[src/hw/rtl/mlp_5_8_1_inference_macros.svh]
// Assertion macros for the mlp_5_8_1_inference block.
// Used by the top level; expects clk and arst_n in scope.
`ifndef MLP_5_8_1_INFERENCE_MACROS_SVH
`define MLP_5_8_1_INFERENCE_MACROS_SVH
// same-cycle implication
`define MLP581_ASSERT_NOW(name, ante, cons, msg) \
	name: assert property (@(posedge clk) disable iff (!arst_n) (ante) |-> (cons)) \
		else $error(msg);
// next-cycle implication
`define MLP581_ASSERT_NEXT(name, ante, cons, msg) \
	name: assert property (@(posedge clk) disable iff (!arst_n) (ante) |=> (cons)) \
		else $error(msg);
`endif

[src/hw/rtl/mlp581_pkg.sv]
// Shared types and constants of the 5-8-1 network block.
// No dependencies; imported by every module of the block.
`timescale 1ns / 1ps
package mlp581_pkg;
	localparam int FEAT_N = 5;
	localparam int DATA_W = 16;
	localparam int IDX_W  = 6;
	localparam int ACC_W  = 36;
	localparam int TERM_W = 5;
	localparam int SEL_W  = 4;
	localparam int TAB_W  = 12;
	localparam int DIFF_W = 10;
	localparam int FRAC_W = 10;

	localparam logic signed [DATA_W-1:0] ONE_Q12 = 16'sd4096;

	localparam logic OP_LOAD = 1'b0;
	localparam logic OP_EVAL = 1'b1;

	// round(4096*tanh(k/4)), k = 0..16
	localparam logic [TAB_W-1:0] TANH_TAB [17] = '{
		12'd0, 12'd1003, 12'd1893, 12'd2602, 12'd3119, 12'd3475, 12'd3707, 12'd3856,
		12'd3949, 12'd4006, 12'd4041, 12'd4062, 12'd4076, 12'd4084, 12'd4089,
		12'd4091, 12'd4093
	};

	typedef enum logic [2:0] {
		ST_IDLE,
		ST_MAC,
		ST_DRAIN,
		ST_SAT,
		ST_TMUL,
		ST_TFIN
	} state_t;

	typedef struct packed {
		logic             issue;
		logic             first;
		logic             bias;
		logic             hid;
		logic [SEL_W-1:0] sel;
		logic             sat;
		logic             tanh_mul;
		logic             fin;
		logic             out_layer;
	} ctl_t;
endpackage

[src/hw/rtl/mlp_5_8_1_inference.sv]
// Load: one weight per cycle while idle, no result. Evaluate: busy until the result
// is made; done pulses for one cycle as busy falls. Evaluations do not overlap.
// The work runs on one shared 16x16 multiplier taking one weight per cycle from the
// single-read weight store, plus drain and three tanh steps per unit.
// Reset clears control only; weights stay undefined until loaded. Results cannot stall.
`timescale 1ns / 1ps
`include "mlp_5_8_1_inference_macros.svh"
module mlp_5_8_1_inference
	import mlp581_pkg::*;
#(
	parameter int HIDDEN_UNITS = 8
) (
	input  logic                     clk,
	input  logic                     arst_n,
	input  logic                     start,
	input  logic                     op,
	input  logic [IDX_W-1:0]         weight_index,
	input  logic signed [DATA_W-1:0] weight_value,
	input  logic signed [DATA_W-1:0] feature_0,
	input  logic signed [DATA_W-1:0] feature_1,
	input  logic signed [DATA_W-1:0] feature_2,
	input  logic signed [DATA_W-1:0] feature_3,
	input  logic signed [DATA_W-1:0] feature_4,
	output logic                     busy,
	output logic                     done,
	output logic [DATA_W-1:0]        activation
);
	localparam int WC     = HIDDEN_UNITS * (FEAT_N + 1) + HIDDEN_UNITS + 1;
	localparam int AW     = $clog2(WC);
	localparam int UNIT_W = (HIDDEN_UNITS > 1) ? $clog2(HIDDEN_UNITS) : 1;
	localparam int IX_W   = (AW > IDX_W) ? AW : IDX_W;

	logic                     accept;
	logic                     go;
	logic                     we;
	logic [IX_W-1:0]          idx_ext;
	logic [AW-1:0]            raddr;
	logic signed [DATA_W-1:0] rdata;
	logic [UNIT_W-1:0]        unit;
	ctl_t                     ctl;
	logic                     s1_valid;
	logic signed [ACC_W-1:0]  acc;
	logic signed [31:0]       prod;
	logic [DIFF_W-1:0]        diff;
	logic [FRAC_W-1:0]        frac;
	logic signed [DATA_W-1:0] tanh_val;
	logic signed [DATA_W-1:0] feat [FEAT_N];
	logic signed [16:0]       act_sum;
	logic                     done_q;
	logic [DATA_W-1:0]        act_q;

	assign accept  = start && !busy;
	assign go      = accept && (op == OP_EVAL);
	assign idx_ext = IX_W'(weight_index);
	assign we      = accept && (op == OP_LOAD) && ({1'b0, idx_ext} < (IX_W+1)'(WC));

	assign feat[0] = feature_0;
	assign feat[1] = feature_1;
	assign feat[2] = feature_2;
	assign feat[3] = feature_3;
	assign feat[4] = feature_4;

	mlp581_wmem #(
		.DEPTH(WC),
		.AW   (AW)
	) u_wmem (
		.clk  (clk),
		.we   (we),
		.waddr(idx_ext[AW-1:0]),
		.wdata(weight_value),
		.raddr(raddr),
		.rdata(rdata)
	);

	mlp581_seq #(
		.HIDDEN_UNITS(HIDDEN_UNITS)
	) u_seq (
		.clk     (clk),
		.arst_n  (arst_n),
		.go      (go),
		.s1_valid(s1_valid),
		.busy    (busy),
		.raddr   (raddr),
		.unit    (unit),
		.ctl     (ctl)
	);

	mlp581_mac #(
		.HIDDEN_UNITS(HIDDEN_UNITS)
	) u_mac (
		.clk      (clk),
		.arst_n   (arst_n),
		.ctl      (ctl),
		.feat_load(go),
		.feat     (feat),
		.rdata    (rdata),
		.diff     (diff),
		.frac     (frac),
		.unit     (unit),
		.tanh_val (tanh_val),
		.s1_valid (s1_valid),
		.acc      (acc),
		.prod     (prod)
	);

	mlp581_act u_act (
		.clk     (clk),
		.ctl     (ctl),
		.acc     (acc),
		.prod    (prod),
		.diff    (diff),
		.frac    (frac),
		.tanh_val(tanh_val)
	);

	// 0.5 + tanh(x/2)/2 in Q0.16
	assign act_sum = 17'sd32768 + (17'(tanh_val) <<< 3);

	always_ff @(posedge clk or negedge arst_n) begin
		if (!arst_n) begin
			done_q <= 1'b0;
		end else begin
			done_q <= ctl.fin && ctl.out_layer;
		end
	end

	always_ff @(posedge clk) begin
		if (ctl.fin && ctl.out_layer) begin
			act_q <= act_sum[DATA_W-1:0];
		end
	end

	assign done       = done_q;
	assign activation = act_q;

	`MLP581_ASSERT_NOW(a_done_idle, done, !busy, "result transfer while busy")
	`MLP581_ASSERT_NEXT(a_eval_busy, start && !busy && op == OP_EVAL, busy, "evaluate did not start")
	`MLP581_ASSERT_NEXT(a_load_free, start && !busy && op == OP_LOAD, !busy, "load made the block busy")
	`MLP581_ASSERT_NOW(a_act_range, done, activation >= 16'd24 && activation <= 16'd65512, "activation out of range")
endmodule

[src/hw/rtl/mlp581_wmem.sv]
// Weight store: one write port, one registered read port.
// Depends on mlp581_pkg.
`timescale 1ns / 1ps
module mlp581_wmem
	import mlp581_pkg::*;
#(
	parameter int DEPTH = 57,
	parameter int AW    = 6
) (
	input  logic                     clk,
	input  logic                     we,
	input  logic [AW-1:0]            waddr,
	input  logic signed [DATA_W-1:0] wdata,
	input  logic [AW-1:0]            raddr,
	output logic signed [DATA_W-1:0] rdata
);
	logic signed [DATA_W-1:0] mem_q [DEPTH];

	always_ff @(posedge clk) begin
		if (we) begin
			mem_q[waddr] <= wdata;
		end
	end

	always_ff @(posedge clk) begin
		rdata <= mem_q[raddr];
	end
endmodule

[src/hw/rtl/mlp581_act.sv]
// Saturating rescale and piecewise-linear tanh around the shared multiplier.
// Depends on mlp581_pkg.
`timescale 1ns / 1ps
module mlp581_act
	import mlp581_pkg::*;
(
	input  logic                     clk,
	input  ctl_t                     ctl,
	input  logic signed [ACC_W-1:0]  acc,
	input  logic signed [31:0]       prod,
	output logic [DIFF_W-1:0]        diff,
	output logic [FRAC_W-1:0]        frac,
	output logic signed [DATA_W-1:0] tanh_val
);
	logic signed [ACC_W-1:0]  shifted;
	logic signed [DATA_W-1:0] x_sat;
	logic signed [16:0]       x_ext;
	logic [16:0]              mag;
	logic                     big;
	logic [4:0]               lo_idx;
	logic [TAB_W-1:0]         base;
	logic [TAB_W-1:0]         nxt;
	logic [TAB_W-1:0]         base_q;
	logic                     neg_q;
	logic [TAB_W:0]           t_mag;

	always_comb begin
		shifted = ctl.out_layer ? (acc >>> 13) : (acc >>> 12);
		if (shifted > ACC_W'(32767)) begin
			x_sat = 16'sh7fff;
		end else if (shifted < -ACC_W'(32768)) begin
			x_sat = -16'sh8000;
		end else begin
			x_sat = shifted[DATA_W-1:0];
		end
		x_ext  = 17'(x_sat);
		mag    = (x_ext < 0) ? 17'(-x_ext) : 17'(x_ext);
		big    = (mag[16:14] != 3'd0);
		lo_idx = {1'b0, mag[13:10]};
		base   = big ? TANH_TAB[16] : TANH_TAB[lo_idx];
		nxt    = TANH_TAB[lo_idx + 5'd1];
	end

	always_ff @(posedge clk) begin
		if (ctl.sat) begin
			neg_q  <= x_sat[DATA_W-1];
			base_q <= base;
			diff   <= big ? '0 : DIFF_W'(nxt - base);
			frac   <= mag[FRAC_W-1:0];
		end
	end

	always_comb begin
		t_mag    = {1'b0, base_q} + (TAB_W+1)'(prod[19:10]);
		tanh_val = neg_q ? -DATA_W'(t_mag) : DATA_W'(t_mag);
	end
endmodule

[src/hw/rtl/mlp581_mac.sv]
// Shared multiply-accumulate unit with operand registers (features, hidden values).
// Depends on mlp581_pkg; fed by mlp581_wmem read data and mlp581_act.
`timescale 1ns / 1ps
module mlp581_mac
	import mlp581_pkg::*;
#(
	parameter int HIDDEN_UNITS = 8,
	localparam int UNIT_W = (HIDDEN_UNITS > 1) ? $clog2(HIDDEN_UNITS) : 1
) (
	input  logic                     clk,
	input  logic                     arst_n,
	input  ctl_t                     ctl,
	input  logic                     feat_load,
	input  logic signed [DATA_W-1:0] feat [FEAT_N],
	input  logic signed [DATA_W-1:0] rdata,
	input  logic [DIFF_W-1:0]        diff,
	input  logic [FRAC_W-1:0]        frac,
	input  logic [UNIT_W-1:0]        unit,
	input  logic signed [DATA_W-1:0] tanh_val,
	output logic                     s1_valid,
	output logic signed [ACC_W-1:0]  acc,
	output logic signed [31:0]       prod
);
	logic signed [DATA_W-1:0] feat_q [FEAT_N];
	logic signed [DATA_W-1:0] hid_q [HIDDEN_UNITS];
	logic                     v_s1;
	logic                     first_s1;
	logic                     bias_s1;
	logic                     hid_s1;
	logic [SEL_W-1:0]         sel_s1;
	logic                     v_s2;
	logic                     first_s2;
	logic signed [31:0]       prod_s2;
	logic signed [ACC_W-1:0]  acc_q;
	logic signed [DATA_W-1:0] opnd;
	logic signed [DATA_W-1:0] mul_a;
	logic signed [DATA_W-1:0] mul_b;

	always_ff @(posedge clk) begin
		if (feat_load) begin
			for (int j = 0; j < FEAT_N; j++) begin
				feat_q[j] <= feat[j];
			end
		end
		if (ctl.fin && !ctl.out_layer) begin
			hid_q[unit] <= tanh_val;
		end
	end

	always_ff @(posedge clk or negedge arst_n) begin
		if (!arst_n) begin
			v_s1 <= 1'b0;
			v_s2 <= 1'b0;
		end else begin
			v_s1 <= ctl.issue;
			v_s2 <= v_s1;
		end
	end

	always_ff @(posedge clk) begin
		first_s1 <= ctl.first;
		bias_s1  <= ctl.bias;
		hid_s1   <= ctl.hid;
		sel_s1   <= ctl.sel;
		first_s2 <= first_s1;
	end

	always_comb begin
		if (bias_s1) begin
			opnd = ONE_Q12;
		end else if (hid_s1) begin
			opnd = hid_q[sel_s1[UNIT_W-1:0]];
		end else begin
			opnd = feat_q[sel_s1[2:0]];
		end
		mul_a = ctl.tanh_mul ? DATA_W'(diff) : opnd;
		mul_b = ctl.tanh_mul ? DATA_W'(frac) : rdata;
	end

	always_ff @(posedge clk) begin
		if (v_s1 || ctl.tanh_mul) begin
			prod_s2 <= mul_a * mul_b;
		end
		if (v_s2) begin
			acc_q <= first_s2 ? ACC_W'(prod_s2) : acc_q + ACC_W'(prod_s2);
		end
	end

	assign s1_valid = v_s1;
	assign acc      = acc_q;
	assign prod     = prod_s2;
endmodule

[src/hw/rtl/mlp581_seq.sv]
// Sequencer: walks the packed weights, units and activation steps.
// Depends on mlp581_pkg; drives mlp581_wmem, mlp581_mac and mlp581_act.
`timescale 1ns / 1ps
module mlp581_seq
	import mlp581_pkg::*;
#(
	parameter int HIDDEN_UNITS = 8,
	localparam int WC     = HIDDEN_UNITS * (FEAT_N + 1) + HIDDEN_UNITS + 1,
	localparam int AW     = $clog2(WC),
	localparam int UNIT_W = (HIDDEN_UNITS > 1) ? $clog2(HIDDEN_UNITS) : 1
) (
	input  logic              clk,
	input  logic              arst_n,
	input  logic              go,
	input  logic              s1_valid,
	output logic              busy,
	output logic [AW-1:0]     raddr,
	output logic [UNIT_W-1:0] unit,
	output ctl_t              ctl
);
	state_t              state_q;
	state_t              state_d;
	logic [AW-1:0]       wptr_q;
	logic [TERM_W-1:0]   term_q;
	logic [UNIT_W-1:0]   unit_q;
	logic                out_q;
	logic [TERM_W-1:0]   last_term;
	logic                last_unit;

	assign last_term = out_q ? TERM_W'(HIDDEN_UNITS) : TERM_W'(FEAT_N);
	assign last_unit = (unit_q == UNIT_W'(HIDDEN_UNITS - 1));

	always_comb begin
		state_d = state_q;
		unique case (state_q)
			ST_IDLE:  if (go) state_d = ST_MAC;
			ST_MAC:   if (term_q == last_term) state_d = ST_DRAIN;
			ST_DRAIN: if (!s1_valid) state_d = ST_SAT;
			ST_SAT:   state_d = ST_TMUL;
			ST_TMUL:  state_d = ST_TFIN;
			ST_TFIN:  state_d = out_q ? ST_IDLE : ST_MAC;
			default:  state_d = ST_IDLE;
		endcase
	end

	always_comb begin
		ctl           = '0;
		ctl.first     = (term_q == '0);
		ctl.bias      = (term_q == last_term);
		ctl.hid       = out_q;
		ctl.sel       = term_q[SEL_W-1:0];
		ctl.out_layer = out_q;
		unique case (state_q)
			ST_MAC:  ctl.issue    = 1'b1;
			ST_SAT:  ctl.sat      = 1'b1;
			ST_TMUL: ctl.tanh_mul = 1'b1;
			ST_TFIN: ctl.fin      = 1'b1;
			default: ;
		endcase
	end

	always_ff @(posedge clk or negedge arst_n) begin
		if (!arst_n) begin
			state_q <= ST_IDLE;
			wptr_q  <= '0;
			term_q  <= '0;
			unit_q  <= '0;
			out_q   <= 1'b0;
		end else begin
			state_q <= state_d;
			if (state_q == ST_IDLE) begin
				wptr_q <= '0;
				term_q <= '0;
				unit_q <= '0;
				out_q  <= 1'b0;
			end else if (state_q == ST_MAC) begin
				wptr_q <= wptr_q + 1'b1;
				term_q <= (term_q == last_term) ? '0 : term_q + 1'b1;
			end else if (state_q == ST_TFIN && !out_q) begin
				if (last_unit) begin
					out_q <= 1'b1;
				end else begin
					unit_q <= unit_q + 1'b1;
				end
			end
		end
	end

	assign busy  = (state_q != ST_IDLE);
	assign raddr = wptr_q;
	assign unit  = unit_q;
endmodule
[config.mk]
export PLATFORM = sky130hd
export DESIGN_NAME = mlp_5_8_1_inference
export DESIGN_NICKNAME = d
export VERILOG_FILES = /design/src/hw/rtl/mlp581_pkg.sv /design/src/hw/rtl/mlp_5_8_1_inference.sv /design/src/hw/rtl/mlp581_wmem.sv /design/src/hw/rtl/mlp581_act.sv /design/src/hw/rtl/mlp581_mac.sv /design/src/hw/rtl/mlp581_seq.sv
export VERILOG_INCLUDE_DIRS = /design/src /design/src/hw/rtl
export SDC_FILE = /design/constraint.sdc
export NUM_CORES = 2
export LEC_CHECK = 0
export ABC_AREA = 1
export BUFFER_PORTS_ARGS = -buffer_cell sky130_fd_sc_hd__buf_4
export CAP_MARGIN = 40
export CORE_ASPECT_RATIO = 1.25
export CORE_UTILIZATION = 60
export DETAILED_ROUTE_END_ITERATION = 6
export GPL_ROUTABILITY_DRIVEN = 1
export GPL_TIMING_DRIVEN = 0
export PLACE_DENSITY_LB_ADDON = 0.08
export SLEW_MARGIN = 20
export SYNTH_ARGS = -nofsm -noshare
export SYNTH_HDL_FRONTEND = slang
export SYNTH_SLANG_ARGS = --single-unit
[constraint.sdc]
create_clock -name clk -period 8.5 [get_ports clk]
set_input_delay 1.7 -clock clk [delete_from_list [all_inputs] [get_ports clk]]
set_output_delay 1.7 -clock clk [all_outputs]
set_load 0.005 [all_outputs]
# Word-level counts from Yosys, hierarchy flattened
# Memory sizes are Yosys's and may differ from the RTL's. A register that Yosys moved wholly into a read port is not among the register bits.
# Index checks and enable logic that the tools add are counted.
# totals
mem_bits_ro	768
mem_bits_rw	1120
reg_bits	142
input_bits	106
n_memories	5
elab_cells	120
output_inout_bits	18
# mem_list
name	words	width	read_ports	rd_ports_with_merged_regs	wr	line_no	text
u_wmem.mem_q	57	16	1	1	1	mlp581_wmem.sv:17	logic signed [DATA_W-1:0] mem_q [DEPTH];
(name not given)	32	12	1	0	0	mlp581_act.sv:41	nxt = TANH_TAB[lo_idx + 5'd1];
(name not given)	32	12	1	0	0	mlp581_act.sv:40	base = big ? TANH_TAB[16] : TANH_TAB[lo_idx];
u_mac.hid_q	8	16	1	1	1	mlp581_mac.sv:25	logic signed [DATA_W-1:0] hid_q [HIDDEN_UNITS];
u_mac.feat_q	5	16	1	1	5	mlp581_mac.sv:24	logic signed [DATA_W-1:0] feat_q [FEAT_N];
# classes
n_eq_ne	12
mux	44
add_sub_neg	10
reduce_logical	20
n_bitwise	3
multipliers	1
n_lt_le_gt_ge	6
# op_table
operator	n
$mux W16	7
$add A36 B32 Y36	1
$mux W12	3
$mux W36	1
$mul A16 B16 Y32	1
$gt A24 B16 Y1 const B	1
$lt A24 B16 Y1 const B	1
$mux W23	1
$mux W3	7
$mux W10	2
$pmux W3 S6	1
$mux W17	1
$neg A16 Y17	1
$add A16 B16 Y16 const A	1
$lt A16 B1 Y1 const B	1
$neg A13 Y16	1
$mux W1	15
$mux W5	3
$add A12 B10 Y13	1
$ge A6 B6 Y1 const B	2
$mux W6	2
$sub A10 B10 Y10	1
$eq A3 B3 Y1 const B	3
$reduce_and A3 Y1	3
21 further kinds	35

# Logic depth before layout (Yosys ltp)
# depth
word_depth	12
depth_mapped	47
ltp_nobuf	45

# Modules after synthesis
# From an unflattened synthesis, not the netlist that was laid out.
# unflattened
hier_cells	6500
hier_area_um2	66829.1
# modules_own_cells
module	cells_per_inst	instances	area_per_inst_um2
mlp581_wmem	3154	1	37287.0
mlp581_mac	2649	1	24267.0
mlp581_act	532	1	3732.3
mlp581_seq	132	1	1038.5
mlp_5_8_1_inference	33	1	504.2

# Least setup slack after synthesis
# Ideal clock, no wire load.
# synth_path
kind	register to register
startpoint	register u_seq.state_q[1]
endpoint	register u_mac.prod_s2[31] (netlist: u_mac.prod[31]) (data pin)
synth_period_minus_slack_ps	7041
path_stages_with_launch	30
setup_time_ps	260
t_arrival_ps	6782
setup_slack_ps	1459
path_buffers	1
path_cell_list	dfrtp_1 nor2_1 inv_1 nor2_1 inv_1 clkbuf_1 o21ai_0 inv_1 nor2_1 inv_1 fa_1 inv_1 fa_1 fa_1 fa_1 fa_1 inv_1 fa_1 inv_1 ha_1 nand2_1 nor4_1 o21ai_0 nand3_1 nand3_1 nand2_1 a21oi_1 nor2_1 nor2_1 xnor2_1
# synth_via
elab_chain_len	4
# synth_lines
element	line_no	text
start, declared	mlp581_seq.sv:21	state_t state_q;
start signal, assigned	mlp581_seq.sv:70	state_q <= state_d;
$eq A3 B3 Y1 (*)	mlp581_seq.sv:53	unique case (state_q)
$mux W1 (*)	mlp581_seq.sv:53	
$mux W16 (on tied branches)	mlp581_mac.sv:76, mlp581_mac.sv:77	
$mul A16 B16 Y32 (*)	mlp581_mac.sv:82	prod_s2 <= mul_a * mul_b;
end signal, assigned	mlp581_mac.sv:82	
end, declared	mlp581_mac.sv:33	logic signed [31:0] prod_s2;
# Mark *: on every way between the ends. The rest lies on a longest branch, timed or not.
# A chain may end at the register's enable or synchronous reset.

==> results.cfg <==
[sta]
worstMarginPinSlew_ns = 1.00
hold_viol = 0
setup-violations-final = 0
clock_skew_ns = 0.0535
worst_slew_margin_rel_pct = 33.2
setup_tns_ns = 0
report.final.slew_viol_count = 0
post-route-min-period_ns = 8.14
timing.final.crit_share_pct = 95.8
fmax_ghz = 0.123

[global_routing]
use_met3_pct = 6.71
grt.total_usage_pct = 37.9
grt_pass1_vias = 44732
use_met1_pct = 43.6
grt_max_degree = 58
grt.busiest_layer = met2
antenna_found_initial = 4
grt_pass1_wl_mm = 289
overflow = 0
grt_util_met2_pct = 63.4

[synth]
syn_inst = 5583
synth_flop_cell = edfxtp_1
netlist_area_um2 = 63300
synth_largest_area_cell = edfxtp_1
synthTopCellsByArea = edfxtp_1 59%, fa_1 8.4%, nor2_1 5.4%
synth.top_cells.by_count = 1234 x edfxtp_1, 904 x nor2_1, 671 x o21ai_0
yosysWarnings = 0
ys_async_sr_fraction_pct = 1.64
synth_top_area_share_pct = 58.5
ys_types = 60
syn_area_per_cell_um2 = 11.3
synth_edf_count = 1234
ys_ff_latch = 1278
yosysMostFrequentCell = edfxtp_1
ys_seq_area_share_pct = 60.1

[finish]
finish.utilization_pct = 68.6
fin_area_um2 = 71400
instances_no_fill = 7373
fill_cells = 7711
fin_nets = 6451
drive_gt1_share_pct = 9.73
area_delta_synth_final_pct = 12.8

[floorplanning]
io_pins = 124
initial_utilization_pct = 60.9
die_h_um = 365
die_x_um = 293
dieArea_um2 = 107000
num_rows = 132
coreArea_um2 = 104000

[placement]
gp_congestion = 1.04
dp.cells = 7131
post-dp-hpwl_mm = 146
io_buffers = 120
place_area_um2 = 67300

[drt]
firstDrtPassIters = 6
viasPerCell = 6.24
dr_total_vias = 46010
totalWireLength_mm = 202
avgRoutedWirePerCell_um = 27.5
drc_errors = 0
antenna_left = 0
drtIter0Drc = 5104

[clock_tree]
cts_tree = done
numCtsBuffers = 120
clk_pin_slew_ns = 0.06
cts_sinks = 1278
cts.path.max_buffers = 3
cts_root_buf = clkbuf_16
ctsHoldBuffers = 0
htreeDepth = 3
clk-insertion-delay-late_ns = 0.78

[worst_setup_path]
crit_path_end_kind = flip-flop
path_delay_family = adder cells
crit_path_max_fanout = 10
critical-path-max-stage-delay_ns = 0.56
cpMaxStageDelayCell = fa_1
arrival_ns = 8.65
required_ns = 9.01
critical_path_class = reg -> reg
path_buf_inv = 7
path_depth = 31
rr_worst_depth = 31
cp-start-kind = flip-flop
crit_top_cell = fa_1

[min_path]
hold_path_class = reg -> reg
hold_path_depth = 0

[power]
p_leak_nw = 26.6
ir_drop_v = 0.000218
finalPower_mw = 12.3
cellPowerDensity_nw_per_um2 = 173

[run]
maxCapViolCount = 0

[run_status]
status = finished, final reports clean
## metrics by stage
| step | setup WS (ns) | hold slack, ns |
|---|---|---|
| after global routing | -0.00380 | 0.390 |
| after detailed placement | -0.765 | 0.384 |
| after global placement | -0.740 | 0.393 |
| after floorplan | 1.46 | 0.310 |
| after CTS | 0.0114 | 0.395 |
| final | 0.360 | 0.393 |
## layout make-up
cell class,instances,area [um^2],area share (%)
Sequential cell,1278,38000,53.3
Multi-Input combinational cell,3494,22500,31.5
Clock buffer,155,3190,4.46
Timing Repair Buffer,220,2150,3.01
Inverter,540,2040,2.85
Tap cell,1340,1680,2.35
Buffer,272,1120,1.58
Clock inverter,73,664,0.930
Antenna cell,1,2.50,0.00350
## layout by cell type, fill, tap and decap left out, drive strengths merged, types with 51 or more instances in the layout
cell    instances
nand3         164
ha            153
edfxtp       1234
clkinv         63
o21ai         675
a21oi         128
fa            266
buf           243
nand2         640
a31oi          51
o22ai         151
nor2          911
o221ai        134
clkbuf        404
inv           539
## report_power, final
part	switching (mW)	internal (mW)	total [mW]
Clock	2.43	2.88	5.31
Combinational	0.105	0.0321	0.137
Sequential	0	6.88	6.88
## timing repair
item / CTS / global route
buffers inserted: 0 / 1
gates resized for setup: 24 / 35
hold endpoints to repair: 0 / 0
setup endpoints to repair: 12 / 11
pin swaps: 0 / 1
## worst reg2reg max path, delay by kind of cell (launching register included)
kind	cells	cell delay, ns
adder cells (fa/ha/maj)	7	3.29
AND/OR/NAND/NOR	11	1.88
buffers and inverters	7	1.11
AO/OA/AOI/OAI	5	0.91
flip-flops	1	0.37
XOR/XNOR	1	0.32
## flip-flops by register name, summed over array words and instances, names as in the netlist, 3 cells and up, named ones only
name	flops
u_act.diff	10
u_act.frac	10
u_mac.hid_q	128
u_seq.state_q	3
u_seq.unit	3
u_seq.raddr	6
u_seq.term_q	5
u_mac.feat_q	80
activation	13
u_act.base_q	12
u_wmem.mem_q	912
u_wmem.rdata	16
u_mac.acc	36
u_mac.prod	32
## routing by layer
layer,part of all wire (%),wire [um],vias up
met1,34,68500,22368
li1,-,-,20227
met5,0.011,22,-
met4,9.0,18200,4
met2,48,97600,2700
met3,9.0,18200,711
## worst paths after layout
path	from	end	slack, ns
worst max-delay path	flip-flop	u_mac.prod[31]	0.36
max in group asynchronous	arst_n	u_mac.v_s2	7.34
worst min-delay path	u_mac.first_s1	u_mac.first_s2	0.39
min in group asynchronous	arst_n	done	0.83
worst min register to register	u_mac.first_s1	u_mac.first_s2	0.39
worst max register to register	flip-flop	u_mac.prod[31]	0.36
## cells by family (layout without fill, tap and decap cells)
group,count (synthesis),in the layout,synth area share [%]
and+or+nand+nor,1795,1795,11.5
DFF,1278,1278,60.1
AOI/OAI and AO/OA,1200,1200,11.0
buffers and inverters,813,1260,4.95
adders and majority gates,419,419,11.4
xor gates and xnor gates,75,75,1.04
muxes,2,2,0.0316
other,1,4,0.00592
(Power assumes the default switching activity.)
